==> src/design/aldb_pkg.sv <==
package aldb_pkg;

  localparam int unsigned AdcW      = 12;
  localparam int unsigned TimeW     = 32;
  localparam int unsigned KeyW      = 32;
  localparam int unsigned DebW      = 16;
  localparam int unsigned BtnIdxW   = 2;
  localparam int unsigned CfgIdxW   = 3;
  localparam int unsigned CfgDataW  = 57;
  localparam int unsigned SetupRegs = 4;

  // button setup word layout
  localparam int unsigned BandLoLsb = 0;
  localparam int unsigned BandHiLsb = 12;
  localparam int unsigned KeyLsb    = 24;
  localparam int unsigned InUseBit  = 56;

  localparam logic [DebW-1:0] DebounceRst = DebW'(50);

  typedef enum logic [CfgIdxW-1:0] {
    CfgDebounce = 3'd0,
    CfgButton0  = 3'd1,
    CfgButton1  = 3'd2,
    CfgButton2  = 3'd3,
    CfgButton3  = 3'd4
  } cfg_idx_e;

  typedef enum logic {
    FuncSample = 1'b0,
    FuncRead   = 1'b1
  } func_e;

  typedef struct packed {
    logic                we;
    logic [CfgIdxW-1:0]  idx;
    logic [CfgDataW-1:0] data;
  } cfg_wr_t;

  typedef struct packed {
    logic               func;
    logic [BtnIdxW-1:0] button_sel;
    logic [AdcW-1:0]    sample_value;
    logic [TimeW-1:0]   time_ms;
  } in_item_t;

  typedef struct packed {
    logic [KeyW-1:0] key;
    logic            pressed;
  } event_t;

  typedef struct packed {
    logic   valid;
    event_t ev;
  } push_req_t;

endpackage

==> src/design/aldb_in_if.sv <==
interface aldb_in_if;
  logic                         valid;
  logic                         ready;
  logic                         func;
  logic [aldb_pkg::BtnIdxW-1:0] button_sel;
  logic [aldb_pkg::AdcW-1:0]    sample_value;
  logic [aldb_pkg::TimeW-1:0]   time_ms;

  modport source (output valid, func, button_sel, sample_value, time_ms, input ready);
  modport sink   (input valid, func, button_sel, sample_value, time_ms, output ready);
endinterface

==> src/design/aldb_out_if.sv <==
interface aldb_out_if;
  logic                      valid;
  logic                      ready;
  logic [aldb_pkg::KeyW-1:0] key_code;
  logic                      pressed;
  logic                      more_pending;

  modport source (output valid, key_code, pressed, more_pending, input ready);
  modport sink   (input valid, key_code, pressed, more_pending, output ready);
endinterface

==> src/design/aldb_ram.sv <==
module aldb_ram #(
  parameter int unsigned Width = 33,
  parameter int unsigned Depth = 16
) (
  input  logic                     clk_i,
  input  logic                     we_i,
  input  logic [$clog2(Depth)-1:0] waddr_i,
  input  logic [Width-1:0]         wdata_i,
  input  logic                     re_i,
  input  logic [$clog2(Depth)-1:0] raddr_i,
  output logic [Width-1:0]         rdata_o
);

  logic [Width-1:0] mem_q [Depth];
  logic [Width-1:0] rdata_q;

  always_ff @(posedge clk_i) begin
    if (we_i) begin
      mem_q[waddr_i] <= wdata_i;
    end
    if (re_i) begin
      rdata_q <= mem_q[raddr_i];
    end
  end

  assign rdata_o = rdata_q;

endmodule

==> src/design/aldb_btn.sv <==
module aldb_btn #(
  parameter int unsigned BUTTONS = 4
) (
  input  logic                         clk_i,
  input  logic                         rst_ni,
  input  aldb_pkg::cfg_wr_t            cfg_i,
  input  logic                         fire_i,
  input  logic [aldb_pkg::BtnIdxW-1:0] idx_i,
  input  logic [aldb_pkg::AdcW-1:0]    value_i,
  input  logic [aldb_pkg::TimeW-1:0]   time_i,
  output aldb_pkg::push_req_t          push_o
);

  logic [aldb_pkg::DebW-1:0]     debounce_q;
  logic [aldb_pkg::CfgDataW-1:0] setup_q   [BUTTONS];
  logic                          pressed_q [BUTTONS];
  logic [aldb_pkg::TimeW-1:0]    last_q    [BUTTONS];

  logic [aldb_pkg::CfgDataW-1:0] sel_setup;
  logic                          sel_pressed;
  logic [aldb_pkg::TimeW-1:0]    sel_last;
  logic                          hit;
  logic [aldb_pkg::AdcW-1:0]     band_lo, band_hi;
  logic                          level;
  logic [aldb_pkg::TimeW-1:0]    elapsed;
  logic                          settled;
  logic                          change;

  // one-hot pick of the addressed button
  always_comb begin
    sel_setup   = '0;
    sel_pressed = 1'b0;
    sel_last    = '0;
    hit         = 1'b0;
    for (int b = 0; b < BUTTONS; b++) begin
      if (int'(idx_i) == b) begin
        sel_setup   = sel_setup | setup_q[b];
        sel_pressed = sel_pressed | pressed_q[b];
        sel_last    = sel_last | last_q[b];
        hit         = 1'b1;
      end
    end
  end

  assign band_lo = sel_setup[aldb_pkg::BandLoLsb +: aldb_pkg::AdcW];
  assign band_hi = sel_setup[aldb_pkg::BandHiLsb +: aldb_pkg::AdcW];
  assign level   = (value_i > band_lo) && (value_i <= band_hi);
  assign elapsed = time_i - sel_last;
  assign settled = elapsed >= aldb_pkg::TimeW'(debounce_q);
  assign change  = fire_i && hit && sel_setup[aldb_pkg::InUseBit] && settled &&
                   (level != sel_pressed);

  assign push_o.valid      = change;
  assign push_o.ev.key     = sel_setup[aldb_pkg::KeyLsb +: aldb_pkg::KeyW];
  assign push_o.ev.pressed = level;

  always_ff @(posedge clk_i or negedge rst_ni) begin
    if (!rst_ni) begin
      debounce_q <= aldb_pkg::DebounceRst;
      for (int b = 0; b < BUTTONS; b++) begin
        setup_q[b]   <= '0;
        pressed_q[b] <= 1'b0;
        last_q[b]    <= '0;
      end
    end else begin
      if (cfg_i.we && cfg_i.idx == aldb_pkg::CfgDebounce) begin
        debounce_q <= cfg_i.data[aldb_pkg::DebW-1:0];
      end
      for (int b = 0; b < BUTTONS; b++) begin
        // only the first SetupRegs buttons have a writable setup register
        if (b < aldb_pkg::SetupRegs && cfg_i.we &&
            cfg_i.idx == aldb_pkg::CfgIdxW'(b + 1)) begin
          setup_q[b] <= cfg_i.data;
        end
        if (change && int'(idx_i) == b) begin
          pressed_q[b] <= level;
          last_q[b]    <= time_i;
        end
      end
    end
  end

endmodule

==> src/design/aldb_queue.sv <==
module aldb_queue #(
  parameter int unsigned QUEUE_DEPTH = 16
) (
  input  logic                clk_i,
  input  logic                rst_ni,
  input  aldb_pkg::push_req_t push_i,
  input  logic                pop_i,
  output logic                pop_ready_o,
  aldb_out_if.source          out_o
);

  localparam int unsigned PtrW = $clog2(QUEUE_DEPTH);
  localparam int unsigned CntW = $clog2(QUEUE_DEPTH + 1);
  localparam int unsigned SumW = PtrW + 1;
  localparam int unsigned EvW  = $bits(aldb_pkg::event_t);

  logic [PtrW-1:0] head_q, head_d;
  logic [CntW-1:0] count_q, count_d;
  logic            out_valid_q, empty_q, more_q;

  logic            full, empty, do_push, do_pop;
  logic [SumW-1:0] tail_sum;
  logic [PtrW-1:0] tail;
  logic [EvW-1:0]  rdata;
  aldb_pkg::event_t rd_ev;

  assign full     = count_q == CntW'(QUEUE_DEPTH);
  assign empty    = count_q == '0;
  assign do_push  = push_i.valid && !full;
  assign do_pop   = pop_i && !empty;
  assign tail_sum = SumW'(head_q) + SumW'(count_q);
  assign tail     = (tail_sum >= SumW'(QUEUE_DEPTH)) ?
                    PtrW'(tail_sum - SumW'(QUEUE_DEPTH)) : PtrW'(tail_sum);

  always_comb begin
    head_d  = head_q;
    count_d = count_q;
    if (do_push) begin
      count_d = count_q + CntW'(1);
    end else if (do_pop) begin
      head_d  = (head_q == PtrW'(QUEUE_DEPTH - 1)) ? '0 : head_q + PtrW'(1);
      count_d = count_q - CntW'(1);
    end
  end

  aldb_ram #(
    .Width (EvW),
    .Depth (QUEUE_DEPTH)
  ) u_ram (
    .clk_i   (clk_i),
    .we_i    (do_push),
    .waddr_i (tail),
    .wdata_i (push_i.ev),
    .re_i    (do_pop),
    .raddr_i (head_q),
    .rdata_o (rdata)
  );

  always_ff @(posedge clk_i or negedge rst_ni) begin
    if (!rst_ni) begin
      head_q      <= '0;
      count_q     <= '0;
      out_valid_q <= 1'b0;
      empty_q     <= 1'b0;
      more_q      <= 1'b0;
    end else begin
      head_q  <= head_d;
      count_q <= count_d;
      if (pop_i) begin
        out_valid_q <= 1'b1;
        empty_q     <= empty;
        more_q      <= count_q > CntW'(1);
      end else if (out_o.ready) begin
        out_valid_q <= 1'b0;
      end
    end
  end

  // an empty read shows key 0, released
  assign rd_ev              = aldb_pkg::event_t'(rdata);
  assign out_o.valid        = out_valid_q;
  assign out_o.key_code     = empty_q ? '0 : rd_ev.key;
  assign out_o.pressed      = !empty_q && rd_ev.pressed;
  assign out_o.more_pending = more_q;
  assign pop_ready_o        = !out_valid_q || out_o.ready;

endmodule

==> src/design/adc_ladder_button_debouncer.sv <==
// Resistor-ladder keypad decoder. Sample items (func 0) carry one button's
// ADC reading and a ms timestamp; the button reads pressed when
// band low < sample <= band high, and a change is taken only if the button
// is in use and at least debounce_time ms (32-bit wrapping) have passed
// since its last taken change. Each taken change queues a (key, pressed)
// event in a QUEUE_DEPTH-entry FIFO; a push into a full FIFO is dropped.
// Read items (func 1) pop the oldest event and give one result item with
// more_pending set if events remain; an empty FIFO gives key 0, released.
// Sample items give no result. Rate: one item per cycle unless a read waits.
// Every item is registered in the input register, where debounce and queue
// bookkeeping are done; a read's result lands in the output register
// (FIFO RAM read data) in the cycle after it leaves the input register.
// A read waits there only while the previous result has not been taken.
// Config registers (write only while idle): 0 debounce_time, 1..4 setup of
// buttons 0..3 (bits 11:0 band low, 23:12 band high, 55:24 key, 56 in use).
module adc_ladder_button_debouncer #(
  parameter int unsigned BUTTONS     = 4,
  parameter int unsigned QUEUE_DEPTH = 16
) (
  input  logic                          clk_i,
  input  logic                          rst_ni,
  input  logic                          cfg_we_i,
  input  logic [aldb_pkg::CfgIdxW-1:0]  cfg_idx_i,
  input  logic [aldb_pkg::CfgDataW-1:0] cfg_wdata_i,
  aldb_in_if.sink                       in_i,
  aldb_out_if.source                    out_o
);

  aldb_pkg::cfg_wr_t   cfg;
  aldb_pkg::in_item_t  s1_q;
  logic                s1_valid_q;
  logic                s1_adv;
  logic                s1_is_read;
  logic                pop_ready;
  aldb_pkg::push_req_t push;

  assign cfg.we   = cfg_we_i;
  assign cfg.idx  = cfg_idx_i;
  assign cfg.data = cfg_wdata_i;

  // input register: samples always move on, reads need the output slot
  assign s1_is_read = s1_q.func == aldb_pkg::FuncRead;
  assign s1_adv     = s1_valid_q && (!s1_is_read || pop_ready);
  assign in_i.ready = !s1_valid_q || s1_adv;

  always_ff @(posedge clk_i or negedge rst_ni) begin
    if (!rst_ni) begin
      s1_valid_q <= 1'b0;
    end else if (in_i.ready) begin
      s1_valid_q <= in_i.valid;
    end
  end

  always_ff @(posedge clk_i) begin
    if (in_i.ready && in_i.valid) begin
      s1_q.func         <= in_i.func;
      s1_q.button_sel   <= in_i.button_sel;
      s1_q.sample_value <= in_i.sample_value;
      s1_q.time_ms      <= in_i.time_ms;
    end
  end

  aldb_btn #(
    .BUTTONS (BUTTONS)
  ) u_btn (
    .clk_i   (clk_i),
    .rst_ni  (rst_ni),
    .cfg_i   (cfg),
    .fire_i  (s1_adv && !s1_is_read),
    .idx_i   (s1_q.button_sel),
    .value_i (s1_q.sample_value),
    .time_i  (s1_q.time_ms),
    .push_o  (push)
  );

  aldb_queue #(
    .QUEUE_DEPTH (QUEUE_DEPTH)
  ) u_queue (
    .clk_i       (clk_i),
    .rst_ni      (rst_ni),
    .push_i      (push),
    .pop_i       (s1_adv && s1_is_read),
    .pop_ready_o (pop_ready),
    .out_o       (out_o)
  );

endmodule

==> src/flat_wrapper.sv <==
// flat-port wrapper written by rule: the top's interface ports become plain ports
module adc_ladder_button_debouncer_flat 
#(
  parameter int unsigned BUTTONS     = 4,
  parameter int unsigned QUEUE_DEPTH = 16
)
  (clk_i, rst_ni, cfg_we_i, cfg_idx_i, cfg_wdata_i, in_i_valid, in_i_func, in_i_button_sel, in_i_sample_value, in_i_time_ms, in_i_ready, out_o_valid, out_o_key_code, out_o_pressed, out_o_more_pending, out_o_ready);
  aldb_in_if in_i_i ();
  aldb_out_if out_o_i ();
  input  logic clk_i;
  input  logic rst_ni;
  input  logic cfg_we_i;
  input  logic [aldb_pkg::CfgIdxW-1:0] cfg_idx_i;
  input  logic [aldb_pkg::CfgDataW-1:0] cfg_wdata_i;
  input wire logic [$bits(in_i_i.valid)-1:0] in_i_valid;
  input wire logic [$bits(in_i_i.func)-1:0] in_i_func;
  input wire logic [$bits(in_i_i.button_sel)-1:0] in_i_button_sel;
  input wire logic [$bits(in_i_i.sample_value)-1:0] in_i_sample_value;
  input wire logic [$bits(in_i_i.time_ms)-1:0] in_i_time_ms;
  output wire logic [$bits(in_i_i.ready)-1:0] in_i_ready;
  output wire logic [$bits(out_o_i.valid)-1:0] out_o_valid;
  output wire logic [$bits(out_o_i.key_code)-1:0] out_o_key_code;
  output wire logic [$bits(out_o_i.pressed)-1:0] out_o_pressed;
  output wire logic [$bits(out_o_i.more_pending)-1:0] out_o_more_pending;
  input wire logic [$bits(out_o_i.ready)-1:0] out_o_ready;
  assign in_i_i.valid = in_i_valid;
  assign in_i_i.func = in_i_func;
  assign in_i_i.button_sel = in_i_button_sel;
  assign in_i_i.sample_value = in_i_sample_value;
  assign in_i_i.time_ms = in_i_time_ms;
  assign in_i_ready = in_i_i.ready;
  assign out_o_valid = out_o_i.valid;
  assign out_o_key_code = out_o_i.key_code;
  assign out_o_pressed = out_o_i.pressed;
  assign out_o_more_pending = out_o_i.more_pending;
  assign out_o_i.ready = out_o_ready;
  adc_ladder_button_debouncer #(.BUTTONS(BUTTONS), .QUEUE_DEPTH(QUEUE_DEPTH)) u_core (.clk_i(clk_i), .rst_ni(rst_ni), .cfg_we_i(cfg_we_i), .cfg_idx_i(cfg_idx_i), .cfg_wdata_i(cfg_wdata_i), .in_i(in_i_i), .out_o(out_o_i));
endmodule
==> config.mk <==
export PLATFORM = sky130hd
export DESIGN_NAME = adc_ladder_button_debouncer_flat
export DESIGN_NICKNAME = d
export VERILOG_FILES = /design/src/design/aldb_pkg.sv /design/src/design/aldb_in_if.sv /design/src/design/aldb_out_if.sv /design/src/design/aldb_ram.sv /design/src/design/aldb_btn.sv /design/src/design/aldb_queue.sv /design/src/design/adc_ladder_button_debouncer.sv /design/src/flat_wrapper.sv
export SDC_FILE = /design/constraint.sdc
export NUM_CORES = 1
export LEC_CHECK = 0
export BUFFER_PORTS_ARGS = -buffer_cell sky130_fd_sc_hd__buf_2
export CAP_MARGIN = 20
export CORE_ASPECT_RATIO = 1.4
export CORE_UTILIZATION = 61
export CTS_CLUSTER_SIZE = 40
export DETAILED_ROUTE_END_ITERATION = 16
export GPL_TIMING_DRIVEN = 1
export PLACE_DENSITY = 0.8
export SETUP_SLACK_MARGIN = 0.05
export SLEW_MARGIN = 15
export SYNTH_ARGS = -nofsm -noshare
export SYNTH_HDL_FRONTEND = slang
export SYNTH_SLANG_ARGS = --single-unit
==> constraint.sdc <==
create_clock -name clk_i -period 20.1 [get_ports clk_i]
set_input_delay 3.015 -clock clk_i [delete_from_list [all_inputs] [get_ports clk_i]]
set_output_delay 3.015 -clock clk_i [all_outputs]
set_load 0.01 [all_outputs]
Yosys cells after proc, flatten, opt, wreduce, memory -nomap -nowiden
Memories as Yosys holds them, arrays and structs flattened. A register that Yosys moved wholly into a read port is not among the register bits.
Index checks and enable logic that the tools add are counted.
- $lt $le $gt $ge: 5
- add/subtract/negate cells: 6
- multiplexer cells: 25
- reductions and logical operators: 36
- bitwise gates (word level): 10
- equality and inequality tests: 10
- operators with widths (operator ; count):
    two-way mux 57 bit ; 4
    OR 57 bit ; 3
    two-way mux 32 bit ; 5
    OR 32 bit ; 3
    greater-or-equal comparator 32 x 16 -> 1 bit ; 1
    subtractor 32 bit ; 1
    logical AND 1 bit ; 21
    > comparator 12 bit ; 1
    <= comparator 12 bit ; 1
    two-way mux 1 bit ; 12
    two-way mux 5 bit ; 2
    two-way mux 4 bit ; 2
    equality test 3 x 2 -> 1 bit, second input constant ; 2
    zero test 1 bit ; 6
    adder 4 x 5 -> 5 bit ; 1
    adder 5 x 1 -> 5 bit, second input constant ; 1
    equality test 5 bit, second input constant ; 1
    greater-or-equal comparator 5 bit, second input constant ; 1
    > comparator 5 x 1 -> 1 bit, second input constant ; 1
    zero test 5 bit ; 1
    subtractor 5 x 1 -> 5 bit, second input constant ; 1
    adder 4 x 1 -> 4 bit, second input constant ; 1
    equality test 2 bit, second input constant ; 2
    equality test 4 bit, second input constant ; 1
    other kinds (12) ; 17
- word-level logic and storage cells: 116
- output and inout port bits: 36
- memory bits (writable): 528
- flip-flop bits (word level): 436
- input bits: 112
- memories: 1
- memories (memory ; words ; bits a word ; rd ports ; clocked after memory_dff ; wr ports ; line ; RTL):
    u_core.u_queue.u_ram.mem_q ; 16 ; 33 ; 1 ; 1 ; 1 ; aldb_ram.sv:14 ; logic [Width-1:0] mem_q [Depth];

Logic depth before layout (Yosys ltp)
- depth in word-level cells: 15
- gate-level depth with buffers: 27
- depth with buffers taken out: 22

By module
From an unflattened synthesis, not the netlist that was laid out.
- cells, all modules: 2435
- area total of the unflattened synthesis: 42584.6 µm²
- by module, submodules not included (module ; cells each ; times used ; area each (µm²) ; seq. area each (µm²)):
    aldb_ram ; 864 ; 1 ; 20961.4 ; 16846.2
    aldb_btn ; 1404 ; 1 ; 19104.6 ; 9412.8
    adc_ladder_button_debouncer ; 53 ; 1 ; 1487.7 ; 1436.4
    aldb_queue ; 114 ; 1 ; 1031.0 ; 300.3

Least setup slack after synthesis
Ideal clock, no wire load.
- path kind: register -> register
- from: reg u_core.s1_q[44] (netlist name)
- to: mem u_core.u_queue.u_ram.mem_q[4][0] (enable)
- arrival: 7864 ps
- data required time: 19594 ps
- library setup time: 506 ps
- slack: 11730 ps
- buffers on the path: 4
- clock period less this slack: 8370 ps
- cell stages (with the launch flop): 22
- path through: edfxtp_1 clkbuf_1 clkbuf_1 buf_1 mux4_2 ha_1 fa_1 nand2b_1 a21o_1 a2111oi_2 nor3_1 xnor2_1 ha_1 a21o_1 a21o_1 nor2_1 mux2i_1 nor2_1 nand4_1 nor4_4 buf_2 nor4_1
- word-level cells in the longest chain between the ends: 15
- elaborated cells between the ends (all ways): 42
- classes of those cells: add/sub (1); order compare (3); eq/ne (4); mux (18); bitwise (9); reduce/logical (7)
- RTL lines (what ; line ; RTL):
    start: declaration ; adc_ladder_button_debouncer.sv:30 ; aldb_pkg::in_item_t s1_q;
    zero test 2 bit ; aldb_btn.sv:36 ; if (int'(idx_i) == b) begin
    two-way mux 32 bit / two-way mux 57 bit (equally long branches) ; aldb_btn.sv:36 ;
    OR 32 bit / OR 57 bit (equally long branches) ; aldb_btn.sv:39, aldb_btn.sv:37 ;
    two-way mux 32 bit / two-way mux 57 bit (equally long branches) ; aldb_btn.sv:36 ;
    OR 32 bit / OR 57 bit (equally long branches) ; aldb_btn.sv:39, aldb_btn.sv:37 ;
    two-way mux 32 bit / two-way mux 57 bit (equally long branches) ; aldb_btn.sv:36 ;
    OR 32 bit / OR 57 bit (equally long branches) ; aldb_btn.sv:39, aldb_btn.sv:37 ;
    two-way mux 32 bit / two-way mux 57 bit (equally long branches) ; aldb_btn.sv:36 ;
    subtractor 32 bit (tied with other cells) ; aldb_btn.sv:48 ; assign elapsed = time_i - sel_last;
    greater-or-equal comparator 32 x 16 -> 1 bit / logical AND 1 bit (equally long branches) ; aldb_btn.sv:49, aldb_btn.sv:47 ;
    logical AND 1 bit / != test 1 bit (equally long branches) ; aldb_btn.sv:50, aldb_btn.sv:51 ;
    logical AND 1 bit * ; aldb_btn.sv:50 ; assign change = fire_i && hit && sel_setup[aldb_pkg::InUseBit] && settled &&
    logical AND 1 bit * ; aldb_queue.sv:29 ; assign do_push = push_i.valid && !full;
    two-way mux 1 bit * ; aldb_ram.sv:18 ; if (we_i) begin
    two-way mux 1 bit (implied by the code) * ; aldb_ram.sv:19 ; mem_q[waddr_i] <= wdata_i;
    end: declaration ; aldb_ram.sv:14 ;
Mark *: on every way between the ends. The rest lies on a longest branch, timed or not.

Worst setup path after layout
- from: reg u_core.s1_q[45] (netlist name)
- to: mem u_core.u_queue.u_ram.mem_q[6][12] (enable)
Same word-level chain as after synthesis.

==> metrics.yaml <==
status: "finished, final reports clean"
wire_per_inst_um: 26.7
async_flop_share_pct: 39.0
synth_mux_area_share_pct: 23.2
via_count: 22600
place_ws_ps: 13140
use_met3_pct: 4.17
fin_nets: 2737
syn_nets: 2577
tns_ps: 0
fin_total_pwr_mw: 5.97
synth.distinct_cells: 71
synth.ff_latch_count: 997
final_util_pct: 68.8
numPortBuffers: 147
grt_max_degree: 137
arrival_ps: 7400
dp.cells: 3378
netlist_area_um2: 42600
grt.met2_usage_pct: 49.6
maxCapViolations: 0
dieWidth_um: 225
slew_violations: 0
grt.overflow.total: 0
synth-adder-area-share_pct: 2.44
synth_area_per_cell_um2: 17.9
use_met1_pct: 34.3
finalSetupViolCount: 0
drt_pass1_iterations: 8
required_ps: 20450
synth_most_common_cell: "edfxtp_1"
synth_top_family_by_area: "multiplexers"
synth_compound_area_share_pct: 2.82
placed_area_um2: 44500
dr.first_iter.drc_count: 2146
cp-end-kind: "flip-flop"
top_usage_layer: "met2"
cts_tree: "built"
synth_top_area_cell: "edfxtp_1"
cts.sinks: 997
start_kind: "flip-flop"
fillers: 4337
drive_above_1_share_pct: 34.0
peakVddDrop_mv: 0.0950
worstPathCellList: "buf_4 -> buf_4 -> mux4_2 -> inv_1 -> ha_1 -> a21o_1 -> a21o_1 -> a21oi_1 -> o21ai_0 -> xor2_1 -> ha_1 -> a21o_1 -> a21o_1 -> a21o_1 -> a2111o_1 -> or4b_1 -> a2111oi_0 -> nor3b_2 -> nor3_2 -> buf_4"
clk-insertion-delay-late_ps: 670
path_max_fanout: 51
grt_pass1_wl_um: 146000
grt_use_total_pct: 27.8
globalplace.congestion: 0.873
num_rows: 114
num_io_pins: 148
cts_htree_levels: 3
path_class: "reg2reg"
max_freq_mhz: 142
post_cts_resized: 0
worst_pin_slew_ps: 1120
yosys.area_share.simple_pct: 3.23
hold_violations: 0
hold_slack_ps: 487
slew_headroom_pct: 25.4
grt_pass1_vias: 24300
place_hpwl_um: 56400
synth_common_cells: "608 x edfxtp_1, 386 x dfrtp_1, 273 x mux2_2, 254 x mux4_2, 90 x mux2_1"
rsz0062_at_grt: "false"
p_leak_nw: 17.9
synth_edf_count: 608
fin_cells: 3553
cts_root_buf: "clkbuf_16"
multiInputGateArea_um2: 13900
holdBufCountCts: 0
path_clk_slew_ps: 60
core_area_um2: 69000
dieArea_um2: 70900
crit_slowest_cell: "buf_4"
period_needed_ps: 7050
postCtsSetupRepairBufs: 0
layout_setup_ws_ps: 13050
antenna_found_initial: 10
die_h_um: 315
synthXorXnorAreaFrac_pct: 0.637
initial_utilization_pct: 61.7
fin_crit_sh_pct: 35.1
syn_inst: 2383
ys_top_cells_by_area: "edfxtp_1 43%, dfrtp_1 23%, mux4_2 13%"
area_growth_pct: 11.5
skew_ps: 15.1
p_per_area_nw_per_um2: 126
synth_top_area_share_pct: 42.8
regArea_um2: 28000
routed_wirelength_um: 94900
antenna_left: 0
crit_top_cell: "a21o_1"
ys_seq_area_share_pct: 65.7
max_stage_delay_ps: 730
hold_path.class: "reg2reg"
stdcell_area_um2: 47500
ys.flop_type: "edfxtp_1"
vias_per_cell: 6.36
drc_errors: 0
ys.warnings.count: 0
cts_max_path_buffers: 3
cts_made_buffers: 89
## power by group
group          internal (mW)  total, mW  switching [mW]
Clock                  0.956       1.71           0.756
Combinational          0.738       1.54           0.798
Sequential              2.54       2.72           0.181
Total                   4.24       5.97            1.74
## area by class of cell
class | instances | area share [%]
Tap cell | 928 | 2.44
Sequential cell | 997 | 59.0
Multi-Input combinational cell | 1179 | 29.3
Timing Repair Buffer | 191 | 2.37
Clock buffer | 118 | 5.15
Antenna cell | 6 | 0.0316
Clock inverter | 49 | 1.08
Inverter | 85 | 0.672
## path summary, 6_finish.rpt
path | to | startpoint | cells after the start | slack (ps)
setup / recovery | u_core.u_queue.u_ram.mem_q[6][12] | u_core.s1_q[45] | 20 | 13050
min in group asynchronous | u_core.u_btn.last_q[49] | rst_ni | 1 | 2500
hold reg to reg | u_core.u_btn.last_q[86] | u_core.u_btn.last_q[86] | 1 | 490
setup reg to reg | u_core.u_queue.u_ram.mem_q[6][12] | u_core.s1_q[45] | 20 | 13050
max in group asynchronous | u_core.u_btn.setup_q[188] | rst_ni | 3 | 15290
hold / removal | u_core.u_btn.last_q[86] | u_core.u_btn.last_q[86] | 1 | 490
## sequential cells by signal (all words and copies together), names as in the netlist, 4 cells and up
register                      count
u_core.u_btn.debounce_q          16
u_core.u_queue.u_ram.rdata_o     33
u_core.u_queue.count_q            5
u_core.u_btn.last_q             128
u_core.u_btn.setup_q            228
u_core.s1_q                      46
u_core.u_queue.u_ram.mem_q      528
u_core.u_queue.head_q             4
u_core.u_btn.pressed_q            4
## critical path, delay by kind of cell, from the launching register on
family	cells	cell delay (ps)
compound gates	9	1950
xor+xnor	1	160
fa+ha+maj	2	630
buf+inv	4	1760
flops	1	320
mux	1	410
simple gates	3	1390
## layer usage
| layer | share of wire, % | up-vias |
|---|---|---|
| li1 | - | 9645 |
| met1 | 37 | 11900 |
| met2 | 54 | 840 |
| met3 | 5.5 | 191 |
| met4 | 3.6 | 8 |
| met5 | 0.052 | - |
## layout by cell type, fill, tap and decap left out, types with 19 or more instances in the layout
master / synthesis / layout
mux2_2: 273 / 273
buf_2: 6 / 146
nor2_1: 38 / 34
nand4_1: 22 / 22
a21o_1: 29 / 29
clkbuf_1: 82 / 19
clkbuf_16: 0 / 90
a21oi_1: 50 / 50
nor2b_1: 39 / 39
inv_1: 84 / 84
nand2_1: 64 / 64
ha_1: 80 / 80
o21ai_0: 43 / 42
edfxtp_1: 608 / 608
mux4_2: 254 / 254
buf_4: 2 / 40
mux2_1: 90 / 90
nand3_1: 25 / 25
dfrtp_1: 386 / 382
## kinds of logic after synthesis
family | after synthesis
flip-flops | 997
multiplexers | 623
AND/OR/NAND/NOR | 259
buffers and inverters | 207
AO/OA/AOI/OAI | 184
adder cells (fa/ha/maj) | 82
XOR/XNOR | 31
(Power assumes the default switching activity.)
